### config.mk
export PLATFORM = sky130hd
export DESIGN_NAME = poll_mode_escalation_scheduler
export DESIGN_NICKNAME = d
export VERILOG_FILES = /design/src/design/pmes_pkg.sv /design/src/design/pmes_cfg.sv /design/src/design/pmes_core.sv /design/src/design/poll_mode_escalation_scheduler.sv
export SDC_FILE = /design/constraint.sdc
export NUM_CORES = 1
export LEC_CHECK = 0
export BUFFER_PORTS_ARGS = -buffer_cell sky130_fd_sc_hd__buf_2
export CAP_MARGIN = 25
export CORE_ASPECT_RATIO = 0.7
export CORE_MARGIN = 5
export CORE_UTILIZATION = 60
export DETAILED_ROUTE_END_ITERATION = 6
export PLACE_DENSITY = 0.88
export SLEW_MARGIN = 20
export SYNTH_ARGS = -nofsm -noshare
export SYNTH_HDL_FRONTEND = slang
export SYNTH_HIERARCHICAL = 1
export SYNTH_SLANG_ARGS = --single-unit
### constraint.sdc
create_clock -name clk -period 17.25 [get_ports clk]
set_input_delay 0.8625 -clock clk [delete_from_list [all_inputs] [get_ports clk]]
set_output_delay 0.8625 -clock clk [all_outputs]
set_load 0.03 [all_outputs]
### src/design/pmes_pkg.sv
`default_nettype none
package pmes_pkg;

	localparam int IntervalW = 16;
	localparam int AttemptW  = 8;
	localparam int CfgAddrW  = 3;
	localparam int CfgDataW  = 16;

	typedef enum logic [1:0] {
		MODE_IDLE = 2'd0,
		MODE_COMM = 2'd1,
		MODE_FAST = 2'd2,
		MODE_REG  = 2'd3
	} mode_t;

	typedef enum logic [1:0] {
		REQ_TICK  = 2'd0,
		REQ_START = 2'd1,
		REQ_STOP  = 2'd2,
		REQ_CLEAR = 2'd3
	} req_t;

	typedef enum logic [CfgAddrW-1:0] {
		REG_COMM_INTERVAL = 3'd0,
		REG_FAST_INTERVAL = 3'd1,
		REG_REG_INTERVAL  = 3'd2,
		REG_COMM_MAX      = 3'd3,
		REG_FAST_MAX      = 3'd4,
		REG_REG_MAX       = 3'd5,
		REG_SPARE6        = 3'd6,
		REG_SPARE7        = 3'd7
	} reg_idx_t;

	localparam logic [IntervalW-1:0] COMM_INTERVAL_RST = 16'd250;
	localparam logic [IntervalW-1:0] FAST_INTERVAL_RST = 16'd250;
	localparam logic [IntervalW-1:0] REG_INTERVAL_RST  = 16'd1000;
	localparam logic [AttemptW-1:0]  COMM_MAX_RST      = 8'd50;
	localparam logic [AttemptW-1:0]  FAST_MAX_RST      = 8'd3;
	localparam logic [AttemptW-1:0]  REG_MAX_RST       = 8'd3;
	localparam logic [AttemptW-1:0]  ATTEMPT_SAT       = 8'd255;

	typedef struct packed {
		logic [IntervalW-1:0] comm_interval;
		logic [IntervalW-1:0] fast_interval;
		logic [IntervalW-1:0] reg_interval;
		logic [AttemptW-1:0]  comm_max;
		logic [AttemptW-1:0]  fast_max;
		logic [AttemptW-1:0]  reg_max;
	} cfg_t;

	typedef struct packed {
		logic                running;
		logic                sleep_allowed;
		logic [AttemptW-1:0] attempt_count;
		mode_t               current_mode;
		logic                poll_now;
	} result_t;

endpackage
`default_nettype wire

### src/design/pmes_cfg.sv
`default_nettype none
module pmes_cfg (
	input  wire                          clk,
	input  wire                          arst_n,
	input  wire                          cfg_valid,
	output logic                         cfg_ready,
	input  wire  [pmes_pkg::CfgAddrW-1:0] cfg_addr,
	input  wire  [pmes_pkg::CfgDataW-1:0] cfg_data,
	output pmes_pkg::cfg_t               cfg
);
	import pmes_pkg::*;

	cfg_t cfg_q;

	assign cfg_ready = 1'b1;
	assign cfg       = cfg_q;

	always_ff @(posedge clk or negedge arst_n) begin
		if (!arst_n) begin
			cfg_q.comm_interval <= COMM_INTERVAL_RST;
			cfg_q.fast_interval <= FAST_INTERVAL_RST;
			cfg_q.reg_interval  <= REG_INTERVAL_RST;
			cfg_q.comm_max      <= COMM_MAX_RST;
			cfg_q.fast_max      <= FAST_MAX_RST;
			cfg_q.reg_max       <= REG_MAX_RST;
		end else if (cfg_valid) begin
			unique case (reg_idx_t'(cfg_addr))
				REG_COMM_INTERVAL: cfg_q.comm_interval <= cfg_data;
				REG_FAST_INTERVAL: cfg_q.fast_interval <= cfg_data;
				REG_REG_INTERVAL:  cfg_q.reg_interval  <= cfg_data;
				REG_COMM_MAX:      cfg_q.comm_max      <= cfg_data[AttemptW-1:0];
				REG_FAST_MAX:      cfg_q.fast_max      <= cfg_data[AttemptW-1:0];
				REG_REG_MAX:       cfg_q.reg_max       <= cfg_data[AttemptW-1:0];
				default: begin
				end
			endcase
		end
	end

endmodule
`default_nettype wire

### src/design/pmes_core.sv
`default_nettype none
module pmes_core (
	input  wire                           clk,
	input  wire                           arst_n,
	input  wire                           step,
	input  pmes_pkg::req_t                req,
	input  wire  [1:0]                    start_mode,
	input  pmes_pkg::cfg_t                cfg,
	output pmes_pkg::result_t             res
);
	import pmes_pkg::*;

	mode_t                mode_q, mode_d, start_m, tick_mode;
	logic [AttemptW-1:0]  att_q, att_d, att_inc, att_tick, mx;
	logic [IntervalW-1:0] cnt_q, cnt_d, start_iv, tick_iv;
	logic                 poll;

	function automatic logic [IntervalW-1:0] interval_of(mode_t m, cfg_t c);
		logic [IntervalW-1:0] v;
		unique case (m)
			MODE_COMM: v = c.comm_interval;
			MODE_FAST: v = c.fast_interval;
			default:   v = c.reg_interval;
		endcase
		return (v == '0) ? IntervalW'(1) : v;
	endfunction

	always_comb begin
		unique case (start_mode)
			2'd0:    start_m = MODE_COMM;
			2'd1:    start_m = MODE_FAST;
			default: start_m = MODE_REG;
		endcase
		start_iv = interval_of(start_m, cfg);

		unique case (mode_q)
			MODE_COMM: mx = cfg.comm_max;
			MODE_FAST: mx = cfg.fast_max;
			default:   mx = cfg.reg_max;
		endcase
		att_inc = att_q + 1'b1;
		if (att_inc == ATTEMPT_SAT)
			att_inc = mx + 1'b1;
		tick_mode = mode_q;
		att_tick  = att_inc;
		if (mx != '0 && att_inc >= mx) begin
			if (mode_q == MODE_COMM) begin
				tick_mode = MODE_FAST;
				att_tick  = '0;
			end else if (mode_q == MODE_FAST) begin
				tick_mode = MODE_REG;
				att_tick  = '0;
			end
		end
		tick_iv = interval_of(tick_mode, cfg);

		mode_d = mode_q;
		att_d  = att_q;
		cnt_d  = cnt_q;
		poll   = 1'b0;
		unique case (req)
			REQ_START: begin
				mode_d = start_m;
				att_d  = '0;
				cnt_d  = start_iv;
			end
			REQ_STOP: begin
				mode_d = MODE_IDLE;
				att_d  = '0;
				cnt_d  = '0;
			end
			REQ_CLEAR: begin
				if (mode_q != MODE_IDLE)
					att_d = '0;
			end
			default: begin
				if (mode_q != MODE_IDLE) begin
					if (cnt_q > IntervalW'(1)) begin
						cnt_d = cnt_q - 1'b1;
					end else begin
						poll   = 1'b1;
						mode_d = tick_mode;
						att_d  = att_tick;
						cnt_d  = tick_iv;
					end
				end
			end
		endcase

		res.poll_now      = poll;
		res.current_mode  = mode_d;
		res.attempt_count = att_d;
		res.sleep_allowed = (mode_d == MODE_IDLE) ||
		                    (mode_d == MODE_REG && att_d >= cfg.reg_max);
		res.running       = (mode_d != MODE_IDLE);
	end

	always_ff @(posedge clk or negedge arst_n) begin
		if (!arst_n) begin
			mode_q <= MODE_IDLE;
			att_q  <= '0;
			cnt_q  <= '0;
		end else if (step) begin
			mode_q <= mode_d;
			att_q  <= att_d;
			cnt_q  <= cnt_d;
		end
	end

endmodule
`default_nettype wire

### src/design/poll_mode_escalation_scheduler.sv
`default_nettype none
// Poll scheduler with commissioning, fast and regular modes. Each event on the
// slave stream (tick, start, stop, clear attempts) yields exactly one result on
// the master stream. An event is registered on entry and its result is built
// from that register and then registered at the output, so one event is taken
// every cycle while the master side keeps up; the next event is still accepted
// while a result waits on a stalled master side. Configuration writes are taken
// at any time but are meant to be issued only while no event is in flight.
module poll_mode_escalation_scheduler (
	input  wire                            clk,
	input  wire                            arst_n,
	input  wire                            s_axis_tvalid,
	output logic                           s_axis_tready,
	input  wire  [7:0]                     s_axis_tdata,  // [1:0] start_mode
	input  wire  [1:0]                     s_axis_tuser,  // [1:0] req_type
	output logic                           m_axis_tvalid,
	input  wire                            m_axis_tready,
	// [0] poll_now, [2:1] current_mode, [10:3] attempt_count,
	// [11] sleep_allowed, [12] running
	output logic [15:0]                    m_axis_tdata,
	input  wire                            cfg_valid,
	output logic                           cfg_ready,
	input  wire  [pmes_pkg::CfgAddrW-1:0]  cfg_addr,
	input  wire  [pmes_pkg::CfgDataW-1:0]  cfg_data
);
	import pmes_pkg::*;

	cfg_t    cfg;
	result_t res;
	logic    valid_s1, advance;
	req_t    req_s1;
	logic [1:0] mode_s1;
	logic    out_valid_q;
	result_t out_q;

	pmes_cfg u_cfg (
		.clk       (clk),
		.arst_n    (arst_n),
		.cfg_valid (cfg_valid),
		.cfg_ready (cfg_ready),
		.cfg_addr  (cfg_addr),
		.cfg_data  (cfg_data),
		.cfg       (cfg)
	);

	pmes_core u_core (
		.clk        (clk),
		.arst_n     (arst_n),
		.step       (advance),
		.req        (req_s1),
		.start_mode (mode_s1),
		.cfg        (cfg),
		.res        (res)
	);

	assign advance       = valid_s1 && (!out_valid_q || m_axis_tready);
	assign s_axis_tready = !valid_s1 || advance;

	always_ff @(posedge clk or negedge arst_n) begin
		if (!arst_n) begin
			valid_s1 <= 1'b0;
		end else if (s_axis_tready) begin
			valid_s1 <= s_axis_tvalid;
		end
	end

	always_ff @(posedge clk) begin
		if (s_axis_tready && s_axis_tvalid) begin
			req_s1  <= req_t'(s_axis_tuser);
			mode_s1 <= s_axis_tdata[1:0];
		end
	end

	always_ff @(posedge clk or negedge arst_n) begin
		if (!arst_n) begin
			out_valid_q <= 1'b0;
		end else if (advance) begin
			out_valid_q <= 1'b1;
		end else if (m_axis_tready) begin
			out_valid_q <= 1'b0;
		end
	end

	always_ff @(posedge clk) begin
		if (advance)
			out_q <= res;
	end

	assign m_axis_tvalid = out_valid_q;
	assign m_axis_tdata  = {3'b000, out_q};

endmodule
`default_nettype wire

# After elaboration in Yosys (flattened, before gate mapping)
# Cells that the tools add are included.
# totals
elab_cells	97
inputBits	34
reg_bits	117
# classes
eq_ne	17
mux	26
reduce_logical	28
order_cmp	3
bitwise_logic	2
addsub	3
# op_table
operator	count
16-bit two-way mux	4
16-bit one-hot mux with 2 select lines	2
8-bit two-way mux	7
16-bit one-hot mux with 3 select lines	1
16-bit zero test	2
8-bit one-hot mux with 2 select lines	2
8-bit by 1-bit adder with 8-bit output (second input constant)	2
8-bit greater-or-equal comparator	2
16-bit by 1-bit greater-than comparator with 1-bit output (second input constant)	1
16-bit by 1-bit subtractor with 16-bit output (second input constant)	1
2-bit == test (second input constant)	6
2-bit AND reduction	6
2-bit by 1-bit == test with 1-bit output (second input constant)	5
2-bit two-way mux	5
8-bit == test (second input constant)	1
8-bit nonzero test	1
3-bit by 2-bit == test with 1-bit output (second input constant)	2
3-bit == test (second input constant)	2
2-bit one-hot mux with 3 select lines	1
2-bit nonzero test	3
1-bit logical AND	4
2-bit zero test	2
2-bit one-hot mux with 2 select lines	1
4-bit OR reduction	1
other kinds (9)	15

# Depth between registers and ports, before layout
# logic_depth
depth_word	14
ltp_mapped	27
ltp_nobuf	24

# Hierarchy
# Netlist, hierarchy kept.
# modules_own_cells
module	area_per_inst_um2	instances	seq_area_each_um2	cells_each
pmes_core	3583.4	1	650.6	478
pmes_cfg	2803.9	1	1833.0	159
poll_mode_escalation_scheduler	640.6	1	560.5	29

# Least setup slack after synthesis
# OpenSTA, ideal clock, no wires.
# synth_path
path_kind	register to register
start	register u_core.mode_q[1]
end	register u_core.cnt_q[1]
setup_slack_ns	11.756
setup_ns	0.133
n_path_buf	3
arrival_ns	5.361
path_stages_with_launch	26
t_required_ns	17.117
path_cell_list	dfrtp_1 inv_1 ha_1 buf_2 nor2_1 a21oi_1 ha_1 nand3b_1 xnor2_1 a21oi_1 ha_1 and3_1 a221o_1 a211oi_1 a21oi_1 a21o_1 ha_1 clkbuf_1 clkbuf_1 a22oi_1 o21ai_0 nor4_1 nand4_1 and4_1 a211oi_1 o22ai_1
# synth_via
elab_chain_cells	14
elab_cells_between_ends	22
# synth_rtl
element	line_no	rtl
start, declared	pmes_core.sv:13	mode_t mode_q, mode_d, start_m, tick_mode;
start signal, assigned	pmes_core.sv:104	mode_q <= mode_d;
2-bit == test / 2-bit by 1-bit == test with 1-bit output (equally long branches)	pmes_core.sv:36, pmes_core.sv:50, pmes_core.sv:47	
8-bit one-hot mux with 2 select lines	pmes_core.sv:36	unique case (mode_q)
8-bit by 1-bit adder with 8-bit output	pmes_core.sv:43	att_inc = mx + 1'b1;
8-bit two-way mux	pmes_core.sv:42	if (att_inc == ATTEMPT_SAT)
8-bit greater-or-equal comparator	pmes_core.sv:46	if (mx != '0 && att_inc >= mx) begin
1-bit logical AND	pmes_core.sv:46	
2-bit two-way mux	pmes_core.sv:46	
2-bit == test / 2-bit by 1-bit == test with 1-bit output (equally long branches)	pmes_core.sv:20	unique case (m)
16-bit one-hot mux with 2 select lines	pmes_core.sv:20	
16-bit zero test	pmes_core.sv:25	return (v == '0) ? IntervalW'(1) : v;
16-bit two-way mux	pmes_core.sv:25	
16-bit two-way mux	pmes_core.sv:78	if (cnt_q > IntervalW'(1)) begin
16-bit two-way mux	pmes_core.sv:77	if (mode_q != MODE_IDLE) begin
16-bit one-hot mux with 3 select lines	pmes_core.sv:61	unique case (req)
end signal, assigned	pmes_core.sv:106	cnt_q <= cnt_d;
end, declared	pmes_core.sv:15	logic [IntervalW-1:0] cnt_q, cnt_d, start_iv, tick_iv;
# Several ways; a longest one is shown, not always the timed one. The select of a mux whose other input is x is not followed.
# A chain may end at the register's enable or synchronous reset.

# Final worst setup path
# Same ends and word-level chain as after synthesis.

==> results.yml <==
cts:
  cts_tree: "yes"
  root_buffer: "clkbuf_16"
  post_cts_resized: 0
  postCtsHoldBufs: 0
  post_cts_buffers: 0
  clock_latency_ns: 0.42
  numCtsBuffers: 17
  htreeDepth: 4
  clk_pin_slew_ns: 0.05
  cts_buffer_depth: 2
  cts.sinks: 117
global_routing:
  grt_usage: 0.263
  grt_pass1_wl_mm: 29.0
  grt_start_max_net_pins: 60
  first_global_vias: 5426
  antenna_found_initial: 0
  overflow: 0
outcome:
  status: "completed"
route:
  initialDrtViolationCount: 541
  wl_per_cell_um: 20.7
  vias: 5615
  vias_per_cell: 6.49
  drt-pass1-iter-count: 5
  routed_wl_mm: 17.9
  ant_nets: 0
  remaining_drc_errors: 0
floorplanning:
  die_y_um: 101
  pin_count: 53
  dieArea_sq_um: 14000
  core_sq_um: 11600
  row_count: 33
  die_x_um: 139
  start_util: 0.606
cells_and_area:
  ff_latch_area_sq_um: 3040
  antenna_cells: 0
  drive_gt1_frac: 0.267
  fill_cells: 834
  layout_commonest_cell: "dfrtp_1"
  multi_input_area_sq_um: 3670
  nets: 759
  fin_area_sq_um: 7840
  area_delta_synth_final_pct: 11.6
  fin_util: 0.676
  final_cell_mix: "dfrtp_1 (75), mux2_2 (72), nand2_1 (48), nor2_1 (47), a21oi_1 (44)"
yosys:
  avgSynthCellArea_sq_um: 10.6
  yosys_warnings: 6
  synth_ff_type: "dfrtp_1"
  yosys-top-cells-area: "dfrtp_1 (27%), mux2_2 (12%), dfstp_2 (9.3%)"
  syn-cell-area_sq_um: 7030
  yosysTopAreaCell: "dfrtp_1"
  synthCells: 666
  synth_edf_count: 17
  postSynth.asyncResetShare: 0.855
  ys_seq_elements: 117
  synth_top_area_frac: 0.267
  ys_seq_area_frac: 0.433
  ys_types: 60
power:
  clkPwrFrac: 0.309
  power_mw: 1.11
  leakagePower_nw: 3.33
  vdd_drop_max_mv: 0.0787
  swShare: 0.369
  powerDensity_nw_per_um2: 142
  p_comb_frac: 0.330
  power_switching_mw: 0.411
  seq_power_share: 0.361
  p_int_mw: 0.703
placement:
  dpl.hpwl_mm: 12.3
  gp_congestion: 0.908
  dpl_cell_area_sq_um: 7250
  portBuffers: 42
critical_path:
  cp.arrival_ns: 7.58
  cp_slowest_cell: "ha_1"
  required_ns: 17.53
  startpoint_type: "register"
  path_buf_inv: 1
  path_class: "reg2reg"
  worstPathCellList: "inv_1 -> ha_1 -> mux2i_1 -> nor3_1 -> nand3b_1 -> xnor2_1 -> a21oi_1 -> ha_1 -> and3_1 -> a221o_1 -> a211oi_1 -> a21oi_1 -> nor2_1 -> a21oi_1 -> ha_1 -> o21ai_0 -> nor4_1 -> nand4_1 -> and4_1 -> a211oi_1 -> o22ai_1"
  crit_fanout: 32
  cp-end-kind: "register"
  cp_top_family: "compound AO/OA/AOI/OAI gates"
  max_stage_delay_ns: 0.91
sta:
  setup_violations: 0
  fmax_mhz: 137
  tns_ns: 0
  tightest_slew_ns: 1.09
  rsz0062_at_grt: "no"
  skew_ns: 0.00908
  hold_viol_final: 0
  finalMaxSlewViolations: 0
  relSlewSlack: 0.274
  post-route-min-period_ns: 7.30
  fin_hold_ws_ns: 0.420
  min_period_over_period: 0.423
job:
  maxCapViolations: 0
min_path:
  hold_path_class: "in2async"
-- per-layer routing --
layer  share of wire  vias to the layer above  global-route usage
met3            0.11                       54              0.0820
met1            0.43                     2729               0.368
li1                -                     2491                   -
met2            0.44                      341               0.394
met4           0.026                        0              0.0857
met5               0                        -                   0
-- power by group through the flow --
| stage | logic [mW] | clock network, mW | registers, mW |
|---|---|---|---|
| CTS | 0.353 | 0.346 | 0.401 |
| detailed placement | 0.348 | 0 | 0.404 |
| finish | 0.367 | 0.344 | 0.403 |
| global placement | 0.335 | 0 | 0.396 |
| global route | 0.399 | 0.360 | 0.410 |
| floorplan | 0.260 | 0 | 0.393 |
-- path summary, 6_finish.rpt --
kind                       slack, ns  cells past startpoint                            to                          from
max reg2reg                     9.95                     21   u_core/cnt_q[1]$_DFFE_PN0P_  u_core/mode_q[1]$_DFFE_PN0P_
max in group asynchronous      15.67                      2  u_core/cnt_q[14]$_DFFE_PN0P_                        arst_n
min reg2reg                     0.51                      1     u_cfg/cfg[11]$_DFFE_PN0P_     u_cfg/cfg[11]$_DFFE_PN0P_
max                             9.95                     21   u_core/cnt_q[1]$_DFFE_PN0P_  u_core/mode_q[1]$_DFFE_PN0P_
min                             0.42                      1      u_cfg/cfg[3]$_DFFE_PN0P_                        arst_n
min in group clk                0.51                      1     u_cfg/cfg[11]$_DFFE_PN0P_     u_cfg/cfg[11]$_DFFE_PN0P_
-- logic make-up (layout without fill, tap and decap cells) --
group	Yosys count	in the layout	synth area share
compound gates	169	169	0.162
xor+xnor	24	24	0.0299
fa+ha+maj	30	30	0.0534
buf+inv	63	103	0.0454
flops	117	117	0.433
mux	95	95	0.148
other cells	2	4	0.00107
simple gates	166	166	0.127
-- cell type report --
| cell class | instances | area share |
|---|---|---|
| multi-input cells | 488 | 0.468 |
| flip-flops and latches | 117 | 0.388 |
| clock buffers | 21 | 0.0614 |
| repair buffers | 47 | 0.0333 |
| well taps | 157 | 0.0250 |
| clock inverters | 11 | 0.0123 |
| inverters | 24 | 0.0115 |
-- flip-flops by register name, indices dropped and copies added, names as in the netlist --
signal         cells
valid_s1           1
u_cfg/cfg         72
req_s1             2
mode_s1            2
m_axis_tdata      13
u_core/mode_q      2
u_core/att_q       8
u_core/cnt_q      16
m_axis_tvalid      1
-- cells in the mapped netlist (all sizes together) (12+ instances only) --
library cell and number:
inv 24, nor2 47, dfrtp 75, ha 30, a22oi 20, a21oi 44, buf 20, o21ai 35
nand2b 12, edfxtp 17, xnor2 18, mux2i 22, clkbuf 19, dfstp 25, mux2 73, nand2 48
a22o 19
-- worst reg2reg max path, stage by stage (launching register included) --
cell,delay (ns)
dfrtp_1,0.49
inv_1,0.13
ha_1,0.58
mux2i_1,0.28
nor3_1,0.47
nand3b_1,0.16
xnor2_1,0.15
a21oi_1,0.37
ha_1,0.32
and3_1,0.20
a221o_1,0.29
a211oi_1,0.59
a21oi_1,0.29
nor2_1,0.23
a21oi_1,0.06
ha_1,0.91
o21ai_0,0.46
nor4_1,0.43
nand4_1,0.18
and4_1,0.24
a211oi_1,0.24
o22ai_1,0.12
-- stage by stage --
stage,worst slack [ns],std cells
3_3_place_gp,10.47,831
5_1_grt,9.44,865
6_report,9.95,865
4_1_cts,10.20,864
3_5_place_dp,10.23,832
2_1_floorplan,11.76,668
(Power assumes the default switching activity.)
